## src/design/toml_token_lexer_defines.svh

```systemverilog
// Assertion macros for the TOML token lexer.
`ifndef TOML_TOKEN_LEXER_DEFINES_SVH
`define TOML_TOKEN_LEXER_DEFINES_SVH

`ifndef SYNTHESIS
// Same-cycle implication, checked on every rising edge out of reset.
`define TTL_ASSERT_IMPLY(label, clk, rst_n, ante, cons) \
    label: assert property (@(posedge clk) disable iff (!rst_n) (ante) |-> (cons)) \
        else $error("ttl assertion failed");
// Next-cycle implication.
`define TTL_ASSERT_NEXT(label, clk, rst_n, ante, cons) \
    label: assert property (@(posedge clk) disable iff (!rst_n) (ante) |=> (cons)) \
        else $error("ttl assertion failed");
`else
`define TTL_ASSERT_IMPLY(label, clk, rst_n, ante, cons)
`define TTL_ASSERT_NEXT(label, clk, rst_n, ante, cons)
`endif

`endif

```

## src/design/ttl_pkg.sv

```systemverilog
// Package for the TOML token lexer: token kinds, character codes, result record.
`default_nettype none
package ttl_pkg;

    localparam int LENGTH_BITS_DEF   = 16;
    localparam int POSITION_BITS_DEF = 16;
    localparam int MAX_RESULTS       = 3;

    typedef enum logic [3:0] {
        K_END       = 4'd0,
        K_INVALID   = 4'd1,
        K_EQUALS    = 4'd2,
        K_SYMBOL    = 4'd3,
        K_COMMENT   = 4'd4,
        K_LBRACKET  = 4'd5,
        K_RBRACKET  = 4'd6,
        K_LCURLY    = 4'd7,
        K_RCURLY    = 4'd8,
        K_COMMA     = 4'd9,
        K_DOT       = 4'd10,
        K_NEWLINE   = 4'd11,
        K_BASIC     = 4'd12,
        K_MLBASIC   = 4'd13,
        K_LITERAL   = 4'd14,
        K_MLLITERAL = 4'd15
    } token_kind_t;

    localparam logic [7:0] CH_TAB    = 8'h09;
    localparam logic [7:0] CH_LF     = 8'h0A;
    localparam logic [7:0] CH_CR     = 8'h0D;
    localparam logic [7:0] CH_SPACE  = 8'h20;
    localparam logic [7:0] CH_DQUOTE = 8'h22;
    localparam logic [7:0] CH_HASH   = 8'h23;
    localparam logic [7:0] CH_SQUOTE = 8'h27;
    localparam logic [7:0] CH_COMMA  = 8'h2C;
    localparam logic [7:0] CH_DASH   = 8'h2D;
    localparam logic [7:0] CH_DOT    = 8'h2E;
    localparam logic [7:0] CH_EQUALS = 8'h3D;
    localparam logic [7:0] CH_LBRACK = 8'h5B;
    localparam logic [7:0] CH_BSLASH = 8'h5C;
    localparam logic [7:0] CH_RBRACK = 8'h5D;
    localparam logic [7:0] CH_UNDER  = 8'h5F;
    localparam logic [7:0] CH_LCURLY = 8'h7B;
    localparam logic [7:0] CH_RCURLY = 8'h7D;

    // One result as it leaves the block.
    typedef struct packed {
        logic        last;
        logic [15:0] column;
        logic [15:0] line;
        logic [15:0] length;
        token_kind_t kind;
    } token_t;

    // Bare-key characters: alphanumerics, underscore, dash and dot.
    function automatic logic is_sym(input logic [7:0] c);
        is_sym = (c >= 8'h30 && c <= 8'h39) || (c >= 8'h61 && c <= 8'h7A) ||
                 (c >= 8'h41 && c <= 8'h5A) || c == CH_UNDER || c == CH_DASH ||
                 c == CH_DOT;
    endfunction

endpackage
`default_nettype wire

```

## src/design/toml_token_lexer.sv

```systemverilog
// Top level of the TOML token lexer: byte input stage, lexer state and result buffer.
//
// Usage:
//   Slave channel s_*: one document byte per transfer. s_tdata carries the byte,
//   s_tuser[0] says whether the byte is present, and s_tlast ends the document
//   after this transfer (an end-only transfer has s_tuser[0] low, s_tlast high).
//   Master channel m_*: one token per transfer, with kind, length and the line
//   and column of its first byte; m_tlast marks the last token caused by one
//   input transfer. One input transfer gives zero to three tokens.
//   Flow: a byte is held in the input register and lexed once the result buffer
//   is empty or about to be; its tokens are registered in that buffer and leave on m_*.
//   Throughput: one byte per cycle while each byte gives at most one token and
//   m_tready is high; a byte that gives two or three tokens holds the input
//   register while the three-entry result buffer drains one token a cycle.
//   Stall: when m_tready is low the buffered tokens hold; one more byte is still
//   taken into the input register, after which s_tready drops.
//   Reset: line and column return to zero and the lexer goes idle between
//   tokens; the same happens after every s_tlast transfer, so each document
//   starts at line 0, column 0. Lengths, lines and columns saturate.
`default_nettype none
`include "toml_token_lexer_defines.svh"
module toml_token_lexer #(
    parameter int LENGTH_BITS   = ttl_pkg::LENGTH_BITS_DEF,
    parameter int POSITION_BITS = ttl_pkg::POSITION_BITS_DEF
) (
    input  wire logic        clk,
    input  wire logic        rst_n,
    input  wire logic        s_tvalid,
    output logic             s_tready,
    input  wire logic [7:0]  s_tdata,   // [7:0] char_byte
    input  wire logic [0:0]  s_tuser,   // [0] byte_valid
    input  wire logic        s_tlast,   // end_of_content
    output logic             m_tvalid,
    input  wire logic        m_tready,
    output logic [55:0]      m_tdata,   // [3:0] token_kind, [19:4] token_length,
                                        // [35:20] start_line, [51:36] start_column,
                                        // [55:52] zero
    output logic             m_tlast    // last_of_run
);
    import ttl_pkg::*;

    typedef enum logic [3:0] {
        M_IDLE, M_CR, M_COMMENT, M_SYMBOL, M_DQ_OPEN, M_BASIC, M_MLBASIC,
        M_SQ_OPEN, M_LITERAL, M_MLLITERAL
    } lex_mode_t;

    localparam logic [LENGTH_BITS-1:0]   LEN_ONE = LENGTH_BITS'(1);
    localparam logic [POSITION_BITS-1:0] POS_ONE = POSITION_BITS'(1);

    // Input register
    logic       in_valid_reg;
    logic [7:0] in_char_reg;
    logic       in_bv_reg;
    logic       in_eoc_reg;

    // Lexer state
    lex_mode_t                mode_reg, mode_next;
    logic [LENGTH_BITS-1:0]   run_reg, run_next;
    logic [1:0]               qc_reg, qc_next;
    logic                     esc_reg, esc_next;
    logic [POSITION_BITS-1:0] tok_line_reg, tok_line_next;
    logic [POSITION_BITS-1:0] tok_col_reg, tok_col_next;
    logic [POSITION_BITS-1:0] line_reg, line_next;
    logic [POSITION_BITS-1:0] col_reg, col_next;

    // Result buffer
    token_t     slot_reg [MAX_RESULTS];
    token_t     slot_next [MAX_RESULTS];
    logic [1:0] pend_reg;
    logic [1:0] rd_ptr_reg;
    logic [1:0] n_new;

    logic process;

    // Candidate tokens in emission order: close, single, flush, end.
    logic   cand_v [4];
    token_t cand [4];

    // Intermediate lexing values
    lex_mode_t                m1;
    logic [LENGTH_BITS-1:0]   r1, grown;
    logic [1:0]               q1;
    logic                     e1;
    logic [POSITION_BITS-1:0] tl1, tc1;
    logic                     restart;
    logic                     close_v, single_v, flush_v;
    token_kind_t              close_kind, single_kind, flush_kind;
    logic [LENGTH_BITS-1:0]   close_len;

    // ---------------------------------------------------------------
    // Handshake: lex the held byte when the buffer is empty or about to be
    // ---------------------------------------------------------------
    assign process  = in_valid_reg &&
                      (pend_reg == 2'd0 || (pend_reg == 2'd1 && m_tready));
    assign s_tready = !in_valid_reg || process;
    assign m_tvalid = (pend_reg != 2'd0);

    always_comb
    begin
        m_tdata = {4'd0, slot_reg[rd_ptr_reg].column, slot_reg[rd_ptr_reg].line,
                   slot_reg[rd_ptr_reg].length, slot_reg[rd_ptr_reg].kind};
        m_tlast = slot_reg[rd_ptr_reg].last;
    end

    // ---------------------------------------------------------------
    // Lexing of one byte, then end-of-document flush
    // ---------------------------------------------------------------
    assign grown = (run_reg == '1) ? run_reg : run_reg + LEN_ONE;

    always_comb
    begin
        close_v     = 1'b0;
        close_kind  = K_INVALID;
        close_len   = run_reg;
        restart     = 1'b0;
        single_v    = 1'b0;
        single_kind = K_INVALID;
        m1          = mode_reg;
        r1          = run_reg;
        q1          = qc_reg;
        e1          = esc_reg;
        tl1         = tok_line_reg;
        tc1         = tok_col_reg;

        if (in_bv_reg)
        begin
            case (mode_reg)
                M_CR:
                begin
                    close_v = 1'b1;
                    if (in_char_reg == CH_LF)
                    begin
                        close_kind = K_NEWLINE;
                        close_len  = grown;
                        m1 = M_IDLE; r1 = '0; q1 = 2'd0; e1 = 1'b0;
                    end
                    else
                    begin
                        close_kind = K_INVALID;
                        restart    = 1'b1;
                    end
                end
                M_COMMENT:
                begin
                    if (in_char_reg == CH_LF)
                    begin
                        close_v    = 1'b1;
                        close_kind = K_COMMENT;
                        restart    = 1'b1;
                    end
                    else
                        r1 = grown;
                end
                M_SYMBOL:
                begin
                    if (is_sym(in_char_reg))
                        r1 = grown;
                    else
                    begin
                        close_v    = 1'b1;
                        close_kind = K_SYMBOL;
                        restart    = 1'b1;
                    end
                end
                M_DQ_OPEN, M_SQ_OPEN:
                begin
                    if (in_char_reg == ((mode_reg == M_DQ_OPEN) ? CH_DQUOTE : CH_SQUOTE))
                    begin
                        r1 = grown;
                        if (qc_reg == 2'd1)
                            q1 = 2'd2;
                        else
                        begin
                            q1 = 2'd0;
                            m1 = (mode_reg == M_DQ_OPEN) ? M_MLBASIC : M_MLLITERAL;
                        end
                    end
                    else if (qc_reg == 2'd2)
                    begin
                        // empty quotes close before this byte
                        close_v    = 1'b1;
                        close_kind = (mode_reg == M_DQ_OPEN) ? K_BASIC : K_LITERAL;
                        restart    = 1'b1;
                    end
                    else
                    begin
                        q1 = 2'd0;
                        r1 = grown;
                        if (mode_reg == M_DQ_OPEN)
                        begin
                            m1 = M_BASIC;
                            e1 = (in_char_reg == CH_BSLASH);
                        end
                        else
                            m1 = M_LITERAL;
                    end
                end
                M_BASIC:
                begin
                    r1 = grown;
                    if (esc_reg)
                        e1 = 1'b0;
                    else if (in_char_reg == CH_BSLASH)
                        e1 = 1'b1;
                    else if (in_char_reg == CH_DQUOTE)
                    begin
                        close_v    = 1'b1;
                        close_kind = K_BASIC;
                        close_len  = grown;
                        m1 = M_IDLE; r1 = '0; q1 = 2'd0; e1 = 1'b0;
                    end
                end
                M_MLBASIC:
                begin
                    r1 = grown;
                    if (esc_reg)
                    begin
                        e1 = 1'b0; q1 = 2'd0;
                    end
                    else if (in_char_reg == CH_BSLASH)
                    begin
                        e1 = 1'b1; q1 = 2'd0;
                    end
                    else if (in_char_reg == CH_DQUOTE)
                    begin
                        q1 = qc_reg + 2'd1;
                        if (q1 == 2'd3)
                        begin
                            close_v    = 1'b1;
                            close_kind = K_MLBASIC;
                            close_len  = grown;
                            m1 = M_IDLE; r1 = '0; q1 = 2'd0; e1 = 1'b0;
                        end
                    end
                    else
                        q1 = 2'd0;
                end
                M_LITERAL:
                begin
                    r1 = grown;
                    if (in_char_reg == CH_SQUOTE)
                    begin
                        close_v    = 1'b1;
                        close_kind = K_LITERAL;
                        close_len  = grown;
                        m1 = M_IDLE; r1 = '0; q1 = 2'd0; e1 = 1'b0;
                    end
                end
                M_MLLITERAL:
                begin
                    r1 = grown;
                    if (in_char_reg == CH_SQUOTE)
                    begin
                        q1 = qc_reg + 2'd1;
                        if (q1 == 2'd3)
                        begin
                            close_v    = 1'b1;
                            close_kind = K_MLLITERAL;
                            close_len  = grown;
                            m1 = M_IDLE; r1 = '0; q1 = 2'd0; e1 = 1'b0;
                        end
                    end
                    else
                        q1 = 2'd0;
                end
                default:
                    restart = 1'b1;
            endcase
        end

        // Start of a new token from the idle state
        if (restart)
        begin
            m1 = M_IDLE; r1 = '0; q1 = 2'd0; e1 = 1'b0;
            if (in_char_reg != CH_SPACE && in_char_reg != CH_TAB)
            begin
                tl1 = line_reg;
                tc1 = col_reg;
                r1  = LEN_ONE;
            end
            case (in_char_reg)
                CH_SPACE, CH_TAB: ;
                CH_CR:     m1 = M_CR;
                CH_HASH:   m1 = M_COMMENT;
                CH_DQUOTE: begin m1 = M_DQ_OPEN; q1 = 2'd1; end
                CH_SQUOTE: begin m1 = M_SQ_OPEN; q1 = 2'd1; end
                CH_LF:     begin single_v = 1'b1; single_kind = K_NEWLINE;  end
                CH_LBRACK: begin single_v = 1'b1; single_kind = K_LBRACKET; end
                CH_RBRACK: begin single_v = 1'b1; single_kind = K_RBRACKET; end
                CH_LCURLY: begin single_v = 1'b1; single_kind = K_LCURLY;   end
                CH_RCURLY: begin single_v = 1'b1; single_kind = K_RCURLY;   end
                CH_EQUALS: begin single_v = 1'b1; single_kind = K_EQUALS;   end
                CH_COMMA:  begin single_v = 1'b1; single_kind = K_COMMA;    end
                CH_DOT:    begin single_v = 1'b1; single_kind = K_DOT;      end
                default:
                begin
                    if (is_sym(in_char_reg))
                        m1 = M_SYMBOL;
                    else
                    begin
                        single_v    = 1'b1;
                        single_kind = K_INVALID;
                    end
                end
            endcase
            if (single_v)
                r1 = '0;
        end

        // Position counters
        line_next = line_reg;
        col_next  = col_reg;
        if (in_bv_reg)
        begin
            if (in_char_reg == CH_LF)
            begin
                if (line_reg != '1)
                    line_next = line_reg + POS_ONE;
                col_next = '0;
            end
            else if (col_reg != '1)
                col_next = col_reg + POS_ONE;
        end

        // End of document: flush any open token
        flush_v    = in_eoc_reg && (m1 != M_IDLE);
        flush_kind = K_INVALID;
        case (m1)
            M_COMMENT: flush_kind = K_COMMENT;
            M_SYMBOL:  flush_kind = K_SYMBOL;
            M_DQ_OPEN: flush_kind = (q1 == 2'd2) ? K_BASIC : K_INVALID;
            M_SQ_OPEN: flush_kind = (q1 == 2'd2) ? K_LITERAL : K_INVALID;
            default:   flush_kind = K_INVALID;
        endcase

        cand_v[0] = close_v;
        cand[0]   = '{last: 1'b0, column: 16'(tok_col_reg), line: 16'(tok_line_reg),
                      length: 16'(close_len), kind: close_kind};
        cand_v[1] = single_v;
        cand[1]   = '{last: 1'b0, column: 16'(col_reg), line: 16'(line_reg),
                      length: 16'd1, kind: single_kind};
        cand_v[2] = flush_v;
        cand[2]   = '{last: 1'b0, column: 16'(tc1), line: 16'(tl1),
                      length: 16'(r1), kind: flush_kind};
        cand_v[3] = in_eoc_reg;
        cand[3]   = '{last: 1'b0, column: 16'(col_next), line: 16'(line_next),
                      length: 16'd0, kind: K_END};

        // Next state; end of document returns to reset values
        if (in_eoc_reg)
        begin
            mode_next     = M_IDLE;
            run_next      = '0;
            qc_next       = 2'd0;
            esc_next      = 1'b0;
            tok_line_next = '0;
            tok_col_next  = '0;
            line_next     = '0;
            col_next      = '0;
        end
        else
        begin
            mode_next     = m1;
            run_next      = r1;
            qc_next       = q1;
            esc_next      = e1;
            tok_line_next = tl1;
            tok_col_next  = tc1;
        end
    end

    // Compact valid candidates into the buffer slots, tag the last one
    always_comb
    begin
        n_new = 2'd0;
        for (int i = 0; i < MAX_RESULTS; i++)
            slot_next[i] = cand[3];
        for (int i = 0; i < 4; i++)
        begin
            if (cand_v[i] && n_new != 2'd3)
            begin
                slot_next[n_new] = cand[i];
                n_new = n_new + 2'd1;
            end
        end
        for (int i = 0; i < MAX_RESULTS; i++)
            slot_next[i].last = (2'(i) == n_new - 2'd1);
    end

    // ---------------------------------------------------------------
    // Registers
    // ---------------------------------------------------------------
    always_ff @(posedge clk or negedge rst_n)
    begin
        if (!rst_n)
        begin
            in_valid_reg <= 1'b0;
            mode_reg     <= M_IDLE;
            run_reg      <= '0;
            qc_reg       <= 2'd0;
            esc_reg      <= 1'b0;
            tok_line_reg <= '0;
            tok_col_reg  <= '0;
            line_reg     <= '0;
            col_reg      <= '0;
            pend_reg     <= 2'd0;
            rd_ptr_reg   <= 2'd0;
        end
        else
        begin
            if (s_tvalid && s_tready)
                in_valid_reg <= 1'b1;
            else if (process)
                in_valid_reg <= 1'b0;

            if (process)
            begin
                mode_reg     <= mode_next;
                run_reg      <= run_next;
                qc_reg       <= qc_next;
                esc_reg      <= esc_next;
                tok_line_reg <= tok_line_next;
                tok_col_reg  <= tok_col_next;
                line_reg     <= line_next;
                col_reg      <= col_next;
                pend_reg     <= n_new;
                rd_ptr_reg   <= 2'd0;
            end
            else if (m_tvalid && m_tready)
            begin
                pend_reg   <= pend_reg - 2'd1;
                rd_ptr_reg <= rd_ptr_reg + 2'd1;
            end
        end
    end

    // Payload registers
    always_ff @(posedge clk)
    begin
        if (s_tvalid && s_tready)
        begin
            in_char_reg <= s_tdata;
            in_bv_reg   <= s_tuser[0];
            in_eoc_reg  <= s_tlast;
        end
        if (process)
        begin
            for (int i = 0; i < MAX_RESULTS; i++)
                slot_reg[i] <= slot_next[i];
        end
    end

    // ---------------------------------------------------------------
    // Assertions
    // ---------------------------------------------------------------
    `TTL_ASSERT_IMPLY(a_slot_range, clk, rst_n, m_tvalid,
        ({1'b0, rd_ptr_reg} + {1'b0, pend_reg}) <= 3'd3)
    `TTL_ASSERT_NEXT(a_run_continues, clk, rst_n, m_tvalid && m_tready && !m_tlast,
        m_tvalid)
    `TTL_ASSERT_NEXT(a_doc_restart, clk, rst_n, process && in_eoc_reg,
        line_reg == '0 && col_reg == '0 && mode_reg == M_IDLE)

endmodule
`default_nettype wire
```

## config.mk

```make
export PLATFORM = sky130hd
export DESIGN_NAME = toml_token_lexer
export DESIGN_NICKNAME = d
export VERILOG_FILES = /design/src/design/ttl_pkg.sv /design/src/design/toml_token_lexer.sv
export VERILOG_INCLUDE_DIRS = /design/src /design/src/design
export SDC_FILE = /design/constraint.sdc
export NUM_CORES = 1
export LEC_CHECK = 0
export BUFFER_PORTS_ARGS = -buffer_cell sky130_fd_sc_hd__buf_2
export CORE_MARGIN = 5
export CORE_UTILIZATION = 30
export CTS_BUF_LIST = sky130_fd_sc_hd__clkbuf_8
export CTS_CLUSTER_DIAMETER = 120
export DETAILED_ROUTE_END_ITERATION = 7
export SYNTH_ARGS = -nofsm -noshare
export SYNTH_HDL_FRONTEND = slang
export SYNTH_SLANG_ARGS = --single-unit
```

## constraint.sdc

```tcl
create_clock -name clk -period 6.7 [get_ports clk]
set_input_delay 2.01 -clock clk [delete_from_list [all_inputs] [get_ports clk]]
set_output_delay 2.01 -clock clk [all_outputs]
set_load 0.02 [all_outputs]
```

==> impl_metrics.ini <==
[layout]
fin_nets = 1827
post_layout_nonfiller_instances = 2537
fill_cells = 5514
drive_gt1_frac = 0.121
syn_to_final_growth_pct = 12.4
largest_reg_flops = 159
postLayoutCoreUtil = 0.339

[critical_path]
cp-end-kind = flip-flop
arrival_ns = 6.38
timing.rr.end = slot_reg[2][40]
r2r_slack_ns = 0.65
crit_path_max_fanout = 46
path_cells = or3_1 -> or3_1 -> o311a_1 -> and2_1 -> o21a_1 -> nor4_4 -> or2_2 -> nor2_1 -> o22ai_1 -> ha_1 -> nor2_1 -> buf_4 -> a211oi_1 -> or3b_2 -> buf_4 -> nand2_1 -> o21ai_0
startpoint_type = flip-flop
worst_path_largest_cell_delay_ns = 0.78
rr_worst_depth = 17
crit_required_ns = 7.02
slowest_stage = nor4_4
timing.rr.start = in_char_reg[4]
crit_type = flip-flop to flip-flop

[sta]
max_slew_margin = 0.211
finalCriticalPeriod_ns = 6.05
setup_tns_ns = 0
fmaxAchievable_mhz = 165
hold_slack_ns = 0.509
tightest_slew_ns = 1.18
skew_ns = 0.0296
rsz0062_at_grt = false
min_period_over_period = 0.904
setup_viol = 0
hold_viol = 0
maxSlewViolCount = 0

[yosys]
yosys-top-cells-count = nand2_1 (231), o21ai_0 (202), edfxtp_1 (169)
synth_edf_count = 169
synth_most_common_cell = nand2_1
yosysWarnings = 0
ys.flop_type = edfxtp_1
synth-async-reset-ratio = 0.352
postSynthAreaPerCell_um2 = 9.05
ys_ff_latch = 261
syn_area_um2 = 16200
synth_area_leader_cell = edfxtp_1
yosysTopAreaCellShare = 0.314
ys_types = 84
syn_inst = 1786
synthTopCellsByArea = edfxtp_1 (31%), dfrtp_1 (14%), mux2i_1 (6.6%)
ys_seq_area_frac = 0.457

[die]
row_count = 85
design.portCount = 73
die_h_um = 242
die-area_um2 = 58600
initial_core_util = 0.301
core_region_area_um2 = 53600
dieWidth_um = 242

[drt]
drtPass1Iterations = 8
avgRoutedWirePerCell_um = 20.7
wirelength_um = 52500
vias = 14232
vias_per_cell = 5.61
ant_nets = 0
drc = 5
drt_iter0_markers = 1285

[pwr]
swShare = 0.455
irDropWorstVdd_mv = 0.292
comb_power_share = 0.453
clockPowerShare = 0.197
power_density_nw_per_um2 = 429
p_int_mw = 4.25
p_leak_nw = 6.88
power.switching_mw = 3.55
total_power_mw = 7.80
pwr-share-seq = 0.350

[clock_tree]
cts.path.max_buffers = 3
clkSinkCount = 261
clock_latency_ns = 0.62
clock-root-buffer = clkbuf_8
htree_levels = 2
postCtsResizedCells = 0
cts_buffers = 46
ctsHoldBuffers = 0
clk_pin_slew_ns = 0.06
cts_tree = yes
postCtsSetupRepairBufs = 0

[global_routing]
grt_pass1_vias = 14069
grt_max_degree = 130
antenna_found_initial = 1
grt_pass1_wl_um = 82600
grt-ovfl-total = 0
gr-usage-all-layers = 0.173

[outcome]
violations = design-rule violations
status = finished, violations left

[worst_hold_path]
hp-start = tok_col_reg[6]
worstHoldPathCells = 2
hold_class = flip-flop to flip-flop
whs_endpoint = tok_col_reg[6]

[placed_design]
io_buffers = 68
dp_hpwl_um = 34100
placedCellCount = 2450
gp_congestion = 0.907

[run]
cap_violations = 0
## kinds of logic after synthesis
logic type | after synthesis | synth area share
and+or+nand+nor | 614 | 0.179
AOI/OAI and AO/OA | 551 | 0.218
DFF | 261 | 0.457
buffers and inverters | 200 | 0.0492
muxes | 109 | 0.0677
xor gates and xnor gates | 39 | 0.0211
adders and majority gates | 11 | 0.00852
other | 1 | 0.000232
## per-stage QoR
stage	setup WS (ns)	area (um2)
3_3_place_gp	0.809	17200
6_report	0.646	18200
3_5_place_dp	0.749	17200
2_1_floorplan	0.849	16200
4_1_cts	0.695	18200
5_1_grt	0.173	18200
## worst max-delay path by stage
stage                         from               to  slack (ns)
floorplan           in_char_reg[7]  slot_reg[0][38]        0.85
global placement    in_char_reg[4]  slot_reg[2][48]        0.81
detailed placement  in_char_reg[4]  slot_reg[2][40]        0.75
CTS                 in_char_reg[4]  slot_reg[2][40]        0.70
global route        in_char_reg[4]  slot_reg[2][50]        0.17
finish              in_char_reg[4]  slot_reg[2][40]        0.65
## power by group through the flow
stage	combinational [mW]	clock (mW)	sequential [mW]
2_1_floorplan	2.36	0	2.60
4_1_cts	3.53	1.58	2.73
3_3_place_gp	3.50	0	2.74
6_report	3.54	1.54	2.73
3_5_place_dp	3.52	0	2.76
5_1_grt	3.80	1.65	2.79
## cell usage in the layout, fill, tap and decap left out, drive strengths merged, types with 26 or more instances in the layout
cell type  count
nand2        231
o21ai        204
edfxtp       169
nor2         159
buf          118
mux2i        107
a21oi         98
dfrtp         92
inv           62
clkbuf        51
nand3         50
o22ai         42
nor3          32
a22o          26
## layer usage
layer,part of all wire,vias up,routed length (um),GRT usage
met1,0.44,6985,23200,0.234
met2,0.47,532,24700,0.285
met4,0.023,0,1230,0.0532
met5,0,-,0,0
li1,-,6634,-,-
met3,0.065,81,3390,0.0282
## worst max-delay path: cells and delay by family (launching register included)
kind	cells	cell delay, ns
AND/OR/NAND/NOR	9	3.24
AO/OA/AOI/OAI	5	1.12
adder cells (fa/ha/maj)	1	0.25
flip-flops	1	0.54
buffers and inverters	2	0.56
## layout make-up
| type | instances | area, um2 | share of cell area |
|---|---|---|---|
| antenna | 1 | 2.50 | 0.000138 |
| inverter | 47 | 181 | 0.00999 |
| sequential | 261 | 7380 | 0.407 |
| clock buffer | 51 | 702 | 0.0386 |
| multi-input combinational | 1328 | 8050 | 0.443 |
| tap | 696 | 871 | 0.0479 |
| clock inverter | 35 | 240 | 0.0132 |
| timing repair buffer | 118 | 731 | 0.0402 |
(Power assumes the default switching activity.)
